$ cat src/rtl/cau_pkg.sv
// shared types and constants for the complex arithmetic unit
package cau_pkg;

    // default word and fraction widths
    localparam int CAU_WORD_BITS = 32;
    localparam int CAU_FRAC_BITS = 16;

    // operation codes
    typedef enum logic [1:0] {
        ACT_ADD = 2'd0,
        ACT_SUB = 2'd1,
        ACT_MUL = 2'd2,
        ACT_DIV = 2'd3
    } cau_action_t;

    // per-item control that travels down the pipeline
    typedef struct packed {
        logic valid;
        logic is_div;
        logic dz;
        logic eq;
        logic ovf;
        logic neg_re;
        logic neg_im;
        logic big_re;
        logic big_im;
    } cau_ctl_t;

endpackage

$ cat src/rtl/cau_back.sv
// final stage: signs and saturates quotients, selects and registers the result
module cau_back #(
    parameter int WORD_BITS = cau_pkg::CAU_WORD_BITS
) (
    input  logic                        clk,
    input  logic                        rst_n,
    input  cau_pkg::cau_ctl_t           ctl_in,
    input  logic [WORD_BITS:0]          q_re_in,
    input  logic [WORD_BITS:0]          q_im_in,
    input  logic [WORD_BITS-1:0]        res_re_in,
    input  logic [WORD_BITS-1:0]        res_im_in,
    output logic                        done,
    output logic signed [WORD_BITS-1:0] res_re,
    output logic signed [WORD_BITS-1:0] res_im,
    output logic                        div_by_zero,
    output logic                        overflow,
    output logic                        operands_equal
);
    import cau_pkg::*;

    localparam int W = WORD_BITS;
    localparam logic [W-1:0] WORD_MAX = {1'b0, {(W-1){1'b1}}};
    localparam logic [W-1:0] WORD_MIN = {1'b1, {(W-1){1'b0}}};

    logic         ovf_re, ovf_im;
    logic [W-1:0] quo_re, quo_im;
    logic [W-1:0] res_re_next, res_im_next;
    logic         ovf_next;
    logic         done_reg, dz_reg, ovf_reg, eq_reg;
    logic [W-1:0] res_re_reg, res_im_reg;

    // quotient range against the signed word, then apply the sign
    always_comb
    begin
        if (ctl_in.neg_re)
        begin
            ovf_re = ctl_in.big_re || q_re_in[W] || (q_re_in[W-1] && (|q_re_in[W-2:0]));
            quo_re = ovf_re ? WORD_MIN : (~q_re_in[W-1:0]) + 1'b1;
        end
        else
        begin
            ovf_re = ctl_in.big_re || q_re_in[W] || q_re_in[W-1];
            quo_re = ovf_re ? WORD_MAX : q_re_in[W-1:0];
        end
        if (ctl_in.neg_im)
        begin
            ovf_im = ctl_in.big_im || q_im_in[W] || (q_im_in[W-1] && (|q_im_in[W-2:0]));
            quo_im = ovf_im ? WORD_MIN : (~q_im_in[W-1:0]) + 1'b1;
        end
        else
        begin
            ovf_im = ctl_in.big_im || q_im_in[W] || q_im_in[W-1];
            quo_im = ovf_im ? WORD_MAX : q_im_in[W-1:0];
        end
        res_re_next = ctl_in.is_div ? quo_re : res_re_in;
        res_im_next = ctl_in.is_div ? quo_im : res_im_in;
        ovf_next    = ctl_in.is_div ? (ovf_re || ovf_im) : ctl_in.ovf;
    end

    always_ff @(posedge clk or negedge rst_n)
    begin
        if (!rst_n)
        begin
            done_reg <= 1'b0;
            dz_reg   <= 1'b0;
            ovf_reg  <= 1'b0;
            eq_reg   <= 1'b0;
        end
        else
        begin
            done_reg <= ctl_in.valid;
            dz_reg   <= ctl_in.valid && ctl_in.dz;
            ovf_reg  <= ctl_in.valid && ovf_next;
            eq_reg   <= ctl_in.valid && ctl_in.eq;
        end
    end

    always_ff @(posedge clk)
    begin
        res_re_reg <= res_re_next;
        res_im_reg <= res_im_next;
    end

    assign done           = done_reg;
    assign res_re         = res_re_reg;
    assign res_im         = res_im_reg;
    assign div_by_zero    = dz_reg;
    assign overflow       = ovf_reg;
    assign operands_equal = eq_reg;

endmodule

$ cat config.mk
export PLATFORM = sky130hd
export DESIGN_NAME = cau_back
export DESIGN_NICKNAME = d
export VERILOG_FILES = /design/src/rtl/cau_pkg.sv /design/src/rtl/cau_back.sv
export SDC_FILE = /design/constraint.sdc
export NUM_CORES = 1
export LEC_CHECK = 0
export BUFFER_PORTS_ARGS = -buffer_cell sky130_fd_sc_hd__buf_2
export CAP_MARGIN = 40
export CORE_ASPECT_RATIO = 1.25
export CORE_UTILIZATION = 35
export CTS_BUF_LIST = sky130_fd_sc_hd__clkbuf_2 sky130_fd_sc_hd__clkbuf_4 sky130_fd_sc_hd__clkbuf_8
export DETAILED_ROUTE_END_ITERATION = 12
export GPL_TIMING_DRIVEN = 0
export PLACE_DENSITY = 0.65
export SETUP_SLACK_MARGIN = 0.4
export SYNTH_ARGS = -nofsm -noshare
export SYNTH_HDL_FRONTEND = slang
export SYNTH_SLANG_ARGS = --single-unit
export TNS_END_PERCENT = 30
$ cat constraint.sdc
create_clock -name clk -period 0.8 [get_ports clk]
set_clock_uncertainty 0.1 [all_clocks]
set_input_delay 0.12 -clock clk [delete_from_list [all_inputs] [get_ports clk]]
set_output_delay 0.12 -clock clk [all_outputs]
set_load 0.03 [all_outputs]
==> flow_summary.ini <==
[pwr]
p_sw_mw = 3.73
power_density_nw_per_um2 = 1450
intPower_mw = 7.27
clockPowerShare = 0.326
seqPwrFrac = 0.354
p_leak_nw = 3.10
p_comb_frac = 0.321
ir_worst_vdd_mv = 0.982
p_sw_frac = 0.339

[floorplan]
fp.coreArea_sq_um = 12300
fp-row-count = 45
num_io_pins = 209
die_y_um = 129
fp.dieW_um = 103
fp.dieArea_sq_um = 13300
start_util = 0.365

[clock_network]
clockBufferDepth = 2
cts.reportedPaths.clkPinSlew_ns = 0.08
htree_levels = 3
ctsHoldBuffers = 1
cts_tree = done
root_buffer = clkbuf_8
numCtsBuffers = 9
cts.sink_count = 68

[sta]
finalCritPeriodShare = 2.53
rsz0062_at_grt = true
hold_ws_ns = -0.201
clock.fmax_mhz = 494
hold_violations = 62
drv_slew = 0
slew_headroom = 0.326
setup_slack_ns = -1.23
layout_min_cycle_time_ns = 2.03
setup_viol = 133
worstMarginPinSlew_ns = 1.00

[flow_run]
max-cap-violations = 0

[drt]
dr.first_iter.drc_count = 478
ant_nets = 0
drtPass1Iterations = 5
wl_per_cell_um = 20.8
drc = 0
wl_mm = 21.5
vias = 6280
via_per_inst = 6.09

[status]
failed_checks = negative hold slack, negative setup slack
status = finished with violations

[synthesis]
synthMuxAreaShare = 0.0139
synth.avg_cell_area_sq_um = 7.41
syn_inst = 607
yosysSeqAreaShare = 0.307
ys_types = 66
synth_compound_area_frac = 0.299
synth-xor-area-share = 0.00390
synth_top_family_by_area = simple AND/OR/NAND/NOR gates
ys_ff_latch = 68
synthesis.nets = 750
ys.flop_type = dfxtp_1
synthSimpleGateAreaFrac = 0.311
synth_edf_count = 0
yosys_warnings = 0
synth_adder_area_share = 0.00557
synth.cell_area_sq_um = 4500
ys_async_sr_fraction = 0.0588

[place]
port_buffers = 203
dp_hpwl_mm = 15.0
post_dp_cell_area_sq_um = 5890
dp_slack_ns = -2.13
dp_cells = 977
globalplace.congestion = 0.933

[critical_path]
end_kind = flip-flop
worstPathMaxFanout = 5
start_kind = primary input
crit_chain = buf_8 -> or4_4 -> or4_4 -> buf_8 -> o31ai_4 -> buf_6 -> buf_6 -> nand2_1 -> a221oi_2
crit_required_ns = 0.96
path_class = in2reg
cp.arrival_ns = 2.19
slowest_delay_ns = 0.54
cpMaxStageDelayCell = or4_4

[worst_hold_path]
hold_path.class = in2reg
whs_path_depth = 1
hold_end = done
holdCritStartpoint = ctl_in[8]

[cells_and_area]
mostFrequentLayoutCells = 128 x buf_2, 88 x buf_6, 82 x nor2_1
design_area_sq_um = 7600
drive_above_1_share = 0.517
final_common_cell = buf_2
syn_to_final_growth_pct = 69.1
final_nets = 1004
stdcell_count = 1031

[grt]
grt.total_usage = 0.316
overflow = 0
grt_pass1_wl_mm = 31.6
grt_pass1_vias = 5929
antenna_found_initial = 0
grt_max_degree = 13
critical path, delay by kind of cell:
| kind | cells | cell delay, ns |
|---|---|---|
| AOI/OAI and AO/OA | 2 | 0.46 |
| buffers and inverters | 4 | 0.55 |
| and+or+nand+nor | 3 | 1.05 |
synth_stat cells, types with 11 or more instances:
cell	n	area (sq um)
a21oi_1	44	220
clkbuf_1	34	128
o22ai_1	11	68.8
nand3_1	20	100
nand4_1	14	87.6
nor3_1	22	110
or3_1	15	93.8
nand2_1	44	165
o21ai_0	27	135
inv_1	26	97.6
a31oi_1	21	131
a221oi_1	12	105
dfxtp_1	64	1280
nor2_1	84	315
nor4_1	19	119
area by class of cell:
cell class,instances,area (sq um)
buffer,39,258
clock inverter,7,115
sequential,68,1460
antenna,1,2.50
clock buffer,9,124
timing repair buffer,243,1860
fill,1108,4730
multi-input combinational,473,3480
tap,164,205
inverter,27,104
stage by stage:
step,utilization,setup TNS [ns],hold slack [ns],power (mW)
after floorplan,-,-67.41,-0.276,5.36
after global placement,0.476,-111.29,-0.175,6.53
after detailed placement,0.477,-110.82,-0.174,6.55
after global routing,0.616,-82.30,-0.217,11.4
after CTS,0.588,-76.84,-0.216,10.8
final,0.617,-78.50,-0.201,11.0
repair_timing:
action / CTS / global route
gates resized for setup: 293 / 68
endpoints found under the hold margin: 68 / 69
gates cloned: 3 / 0
setup endpoints to repair: 133 / 133
pin swaps: 30 / 34
setup buffers: 20 / 13
power by group through the flow:
stage                     sequential [mW]  clock [mW]  combinational [mW]
final                                3.89        3.58                3.53
after global routing                 3.92        3.83                3.70
after CTS                            3.89        3.62                3.31
after detailed placement             3.84           0                2.71
after global placement               3.83           0                2.69
after floorplan                      4.46           0               0.901
metal layers:
| layer | GRT usage | routed length, um |
|---|---|---|
| met1 | 0.363 | 7700 |
| met5 | 0 | 0 |
| met4 | 0.146 | 925 |
| met2 | 0.549 | 10700 |
| met3 | 0.0679 | 2110 |
worst max-delay path by stage:
stage,depth (start not counted),from,endpoint
6_report,9,q_im_in[16],res_im[6]
5_1_grt,9,q_im_in[16],res_im[4]
4_1_cts,9,q_im_in[16],res_im[16]
2_1_floorplan,6,q_im_in[18],res_im[26]
3_3_place_gp,8,q_im_in[0],res_im[21]
3_5_place_dp,8,q_im_in[0],res_im[21]
logic make-up after synthesis:
family          after synthesis
flops                        68
mux                           6
compound gates              192
simple gates                271
buf+inv                      66
xor+xnor                      2
fa+ha+maj                     2
Power figures use the tool's default switching activity.
