--- config.mk ---
export PLATFORM = sky130hd
export DESIGN_NAME = cau_div_stage
export DESIGN_NICKNAME = d
export VERILOG_FILES = /design/src/rtl/cau_pkg.sv /design/src/rtl/cau_div_stage.sv
export SDC_FILE = /design/constraint.sdc
export NUM_CORES = 1
export LEC_CHECK = 0
export BUFFER_PORTS_ARGS = -buffer_cell sky130_fd_sc_hd__buf_2
export CORE_AREA = 2 2 283 285
export CTS_CLUSTER_SIZE = 25
export DETAILED_ROUTE_END_ITERATION = 16
export DIE_AREA = 0 0 285 287
export SLEW_MARGIN = 15
export SYNTH_ARGS = -nofsm -noshare
export SYNTH_HDL_FRONTEND = slang
export SYNTH_SLANG_ARGS = --single-unit
--- constraint.sdc ---
create_clock -name clk -period 0.8 [get_ports clk]
set_clock_uncertainty 0.05 [all_clocks]
set_input_delay 0.16 -clock clk [delete_from_list [all_inputs] [get_ports clk]]
set_output_delay 0.16 -clock clk [all_outputs]
set_load 0.01 [all_outputs]
--- src/rtl/cau_pkg.sv ---
// shared types and constants for the complex arithmetic unit
package cau_pkg;

    // default word and fraction widths
    localparam int CAU_WORD_BITS = 32;
    localparam int CAU_FRAC_BITS = 16;

    // operation codes
    typedef enum logic [1:0] {
        ACT_ADD = 2'd0,
        ACT_SUB = 2'd1,
        ACT_MUL = 2'd2,
        ACT_DIV = 2'd3
    } cau_action_t;

    // per-item control that travels down the pipeline
    typedef struct packed {
        logic valid;
        logic is_div;
        logic dz;
        logic eq;
        logic ovf;
        logic neg_re;
        logic neg_im;
        logic big_re;
        logic big_im;
    } cau_ctl_t;

endpackage

--- src/rtl/cau_div_stage.sv ---
// one restoring division stage: decides quotient bit K for both result parts
module cau_div_stage #(
    parameter int WORD_BITS = cau_pkg::CAU_WORD_BITS,
    parameter int FRAC_BITS = cau_pkg::CAU_FRAC_BITS,
    parameter int K         = 0
) (
    input  logic                                clk,
    input  logic                                rst_n,
    input  cau_pkg::cau_ctl_t                   ctl_in,
    input  logic [2*WORD_BITS-1:0]              den_in,
    input  logic [2*WORD_BITS+FRAC_BITS-1:0]    rem_re_in,
    input  logic [2*WORD_BITS+FRAC_BITS-1:0]    rem_im_in,
    input  logic [WORD_BITS:0]                  q_re_in,
    input  logic [WORD_BITS:0]                  q_im_in,
    input  logic [WORD_BITS-1:0]                res_re_in,
    input  logic [WORD_BITS-1:0]                res_im_in,
    output cau_pkg::cau_ctl_t                   ctl_out,
    output logic [2*WORD_BITS-1:0]              den_out,
    output logic [2*WORD_BITS+FRAC_BITS-1:0]    rem_re_out,
    output logic [2*WORD_BITS+FRAC_BITS-1:0]    rem_im_out,
    output logic [WORD_BITS:0]                  q_re_out,
    output logic [WORD_BITS:0]                  q_im_out,
    output logic [WORD_BITS-1:0]                res_re_out,
    output logic [WORD_BITS-1:0]                res_im_out
);
    import cau_pkg::*;

    localparam int W  = WORD_BITS;
    localparam int NW = 2 * W + FRAC_BITS;
    localparam int CW = 3 * W + FRAC_BITS + 1;

    logic [CW-1:0] trial, ext_re, ext_im;
    logic          ge_re, ge_im;
    logic [NW-1:0] rem_re_next, rem_im_next;
    logic [W:0]    q_re_next, q_im_next;
    cau_ctl_t      ctl_reg;
    logic [2*W-1:0] den_reg;
    logic [NW-1:0] rem_re_reg, rem_im_reg;
    logic [W:0]    q_re_reg, q_im_reg;
    logic [W-1:0]  res_re_reg, res_im_reg;

    // compare against the shifted divisor and subtract when it fits
    always_comb
    begin
        trial       = CW'(den_in) << K;
        ext_re      = CW'(rem_re_in);
        ext_im      = CW'(rem_im_in);
        ge_re       = ext_re >= trial;
        ge_im       = ext_im >= trial;
        rem_re_next = ge_re ? NW'(ext_re - trial) : rem_re_in;
        rem_im_next = ge_im ? NW'(ext_im - trial) : rem_im_in;
        q_re_next   = q_re_in;
        q_im_next   = q_im_in;
        q_re_next[K] = ge_re;
        q_im_next[K] = ge_im;
    end

    always_ff @(posedge clk or negedge rst_n)
    begin
        if (!rst_n)
        begin
            ctl_reg <= '0;
        end
        else
        begin
            ctl_reg <= ctl_in;
        end
    end

    always_ff @(posedge clk)
    begin
        den_reg    <= den_in;
        rem_re_reg <= rem_re_next;
        rem_im_reg <= rem_im_next;
        q_re_reg   <= q_re_next;
        q_im_reg   <= q_im_next;
        res_re_reg <= res_re_in;
        res_im_reg <= res_im_in;
    end

    assign ctl_out    = ctl_reg;
    assign den_out    = den_reg;
    assign rem_re_out = rem_re_reg;
    assign rem_im_out = rem_im_reg;
    assign q_re_out   = q_re_reg;
    assign q_im_out   = q_im_reg;
    assign res_re_out = res_re_reg;
    assign res_im_out = res_im_reg;

endmodule

==> metrics.md <==
| Metric | Value |
|---|---|
| Status | finished, violations left |
| Violated checks | hold timing, setup timing |
| Clk sinks | around 360 |
| Int Pwr | 0.0443 W |
| Power after layout | 0.0653 W |
| Port buffer count | 725 |
| Fin crit share | 379% |
| Critical path capture point type | flip-flop |
| Commonest cells after routing, fill and taps aside | buf_4 (683), buf_2 (494), dlygate4sd3_1 (362) |
| Synth Area in Compound Gates | 21.8% |
| Combinational share of power | between 30% and 40% |
| Non-Filler Instances | 4,968 |
| Post-synth EDFFs | 0 |
| First-pass GRT wire length | 147,000 um |
| Ports | 728 |
| GR Overflow Total | 0 |
| Yosys warns | 0 |
| Number of global-route vias before repair | 23,800 |
| Initial antenna violation count | 44 |
| Max stage delay on crit path | 510 ps |
| Mux contribution to synthesized area | 0.606% |
| Worst-margin pin slew | 687 ps |
| Core Box Area | 78,600 um2 |
| Ys async rst share | 2.48% |
| Worst path most repeated cell | or4_4 |
| Fin. Hold Viols | 12 |
| Total Nets Final | 4,366 |
| Largest net degree at the start of global routing | 15 |
| Cell Pwr Density | 1680 nW/um2 |
| NetSw | 0.0210 W |
| Via count | 23,000 |
| Antenna viol nets, final | 0 |
| Initial Util | between 20 and 25% |
| Worst path cell trace | buf_8, inv_8, ha_4, fa_2, nand2b_4, a21oi_4, o211ai_1, a2111oi_4, buf_4, nor2_4, o311ai_4, a211oi_4, or4_4, or4_4, nand3_2 |
| Hpwl dp | 74,900 um |
| Mapped Avg Cell Area | ~8.6 um2 |
| Final setup fails | 525 |
| Synth Area in XOR/XNOR | 7.25% |
| Max rail drop VDD | 1.68 mV |
| Row count | 103 |
| CP Max Fanout | 5 |
| Commonest non-fill, non-tap cell in the layout | buf_4 |
| CP top delay family | compound AO/OA/AOI/OAI gates |
| Maxcap violations | 0 |
| Num CTS Buffers | between 40 and 50 |
| # H-tree levels | 2 |
| Chip height | 287 um |
| Share of layout cells above drive strength 1 | 57.5% |
| Post-Syn Nets | 2,552 |
| Switching Share | roughly a third |
| Hold Path Class | input port to async pin |
| Root Driver | clkbuf_16 |
| Die W | 285 um |
| Max_slew headroom | 53.8% |
| Fin worst setup slack | -2230 ps |
| Fraction of the mapped netlist area in simple logic gates | 15.5% |
| RSZ-0062 raised after global routing | true |
| First drt pass iteration count | 5 |
| Fmax | 330 MHz |
| Per-cell routed wire length | 21.5 um |
| Max-slew violation count | 0 |
| Setup CP Type | input port to flip-flop |
| Req. time, crit path | 1280 ps |
| Worst Path Arrival | 3510 ps |
| Final Util | 49.4% |
| Die area | 81,800 um2 |
| Crit path buffers/inverters | 3 |
| Critical path's slowest cell | or4_4 |
| Crit path from | rem_im_in[0] |
| Initial DRC count | roughly 1,200 |
| Worst hold slack | -41.2 ps |
| Syn-to-layout area delta | 119% |
| Clk slew on worst S/H paths | 60 ps |
| Leak | 17.8 nW |
| GP Congestion | 0.939 |
| Largest family of logic cells by synthesized area | compound AO/OA/AOI/OAI gates |
| Mapped Area | 17,800 um2 |
| Minimum clock period | 3030 ps |
| Clock share of power | 31.4% |
| Gate Count Post-Synth | 2,057 |
| Global-route usage over all layers | 24.0% |
| Leading register cell type out of synthesis | dfxtp_1 |
| CTS tree | yes |
| Sequential power share | 33.0% |
| Post-synthesis sequential area ratio | 41.2% |
| Setup crit start kind | input port |
| CTS max path bufs | 3 |
| Post-route DRC violation count | 0 |
| Flops & latches, synth | 363 |
| Netlist cell types | 83 |
| Routed wire length | around 110,000 um |
| Post-Place Cells | 4,424 |
| Setup WS pre-CTS | -3240 ps |
| Synth Area in Adders | 9.24% |
| Vias per cell | 4.64 |
## Yosys cell counts, types with 11 or more instances
cell	instances	area share, %
nor3_1	39	1.1
a31oi_1	21	0.74
xor2_1	61	3.0
buf_2	15	0.42
nor2b_1	11	0.39
or3_1	23	0.81
a21boi_0	11	0.46
o211ai_1	13	0.55
xnor2_1	86	4.2
nor2_1	153	3.2
o31ai_1	16	0.68
inv_1	110	2.3
nand2_1	191	4.0
nor4_1	21	0.74
o21bai_1	29	1.2
ha_1	128	9.0
a21oi_1	216	6.1
o21a_1	18	0.76
and3_1	11	0.39
dfxtp_1	354	40
nand4_1	60	2.1
o21ai_0	148	4.2
a211oi_1	11	0.46
nand3_1	28	0.79
a21o_1	75	3.2
clkbuf_1	73	1.5
## layer usage
metal	part of all wire, %	track usage [%]	routed length (um)
met1	37	26.3	40100
met4	5.0	10.5	5390
met5	0.20	0	218
met2	50	42.8	53100
met3	7.6	7.13	8080
## area by class of cell
cell class / instances / area [um2]
Clock buffer: 54 / 1230
Fill cell: 6984 / 39800
Clock inverter: 26 / 233
Timing Repair Buffer: 1861 / 15500
Tap cell: 1050 / 1310
Sequential cell: 363 / 7590
Inverter: 112 / 493
Multi-Input combinational cell: 1489 / 12400
Antenna cell: 13 / 32.5
## worst max path at each step
stage	endpoint	depth (start not counted)
global placement	rem_im_out[57]$_DFF_P_	16
global route	rem_im_out[74]$_DFF_P_	16
floorplan	rem_im_out[70]$_DFF_P_	14
detailed placement	rem_im_out[57]$_DFF_P_	16
finish	rem_im_out[74]$_DFF_P_	15
CTS	rem_im_out[74]$_DFF_P_	15
## power groups by stage
| stage | Sequential (W) | Combinational [W] | Clock (W) |
|---|---|---|---|
| 3_5_place_dp | 0.0213 | 0.0179 | 0 |
| 4_1_cts | 0.0209 | 0.0205 | 0.0209 |
| 6_report | 0.0216 | 0.0233 | 0.0205 |
| 2_1_floorplan | 0.0223 | 0.00676 | 0 |
| 3_3_place_gp | 0.0213 | 0.0179 | 0 |
| 5_1_grt | 0.0217 | 0.0248 | 0.0218 |
## sequential cells by signal (all words and copies together), names as in the netlist
| name | count |
|---|---|
| res_im_out | 32 |
| den_out | 64 |
| res_re_out | 32 |
| rem_re_out | 80 |
| q_im_out | 33 |
| ctl_out | 9 |
| q_re_out | 33 |
| rem_im_out | 80 |
## kinds of logic after synthesis
group | after synthesis
compound gates | 619
simple gates | 583
flops | 363
buf+inv | 205
xor+xnor | 147
fa+ha+maj | 130
mux | 10
## stage by stage
stage	instance area, um2	setup TNS, ps
after floorplan	18500	-315880
after global placement	28100	-421330
after detailed placement	28100	-424170
after CTS	35900	-468650
after global routing	38800	-498760
final	38800	-473330
## timing repair
item,in CTS,in global routing
gates cloned,25,5
pin swaps,110,106
hold endpoints to repair,370,14
endpoints found under the setup margin,525,525
buffers inserted,57,33
hold buffers,358,4
resized for setup,423,837
(Power assumes the default switching activity.)
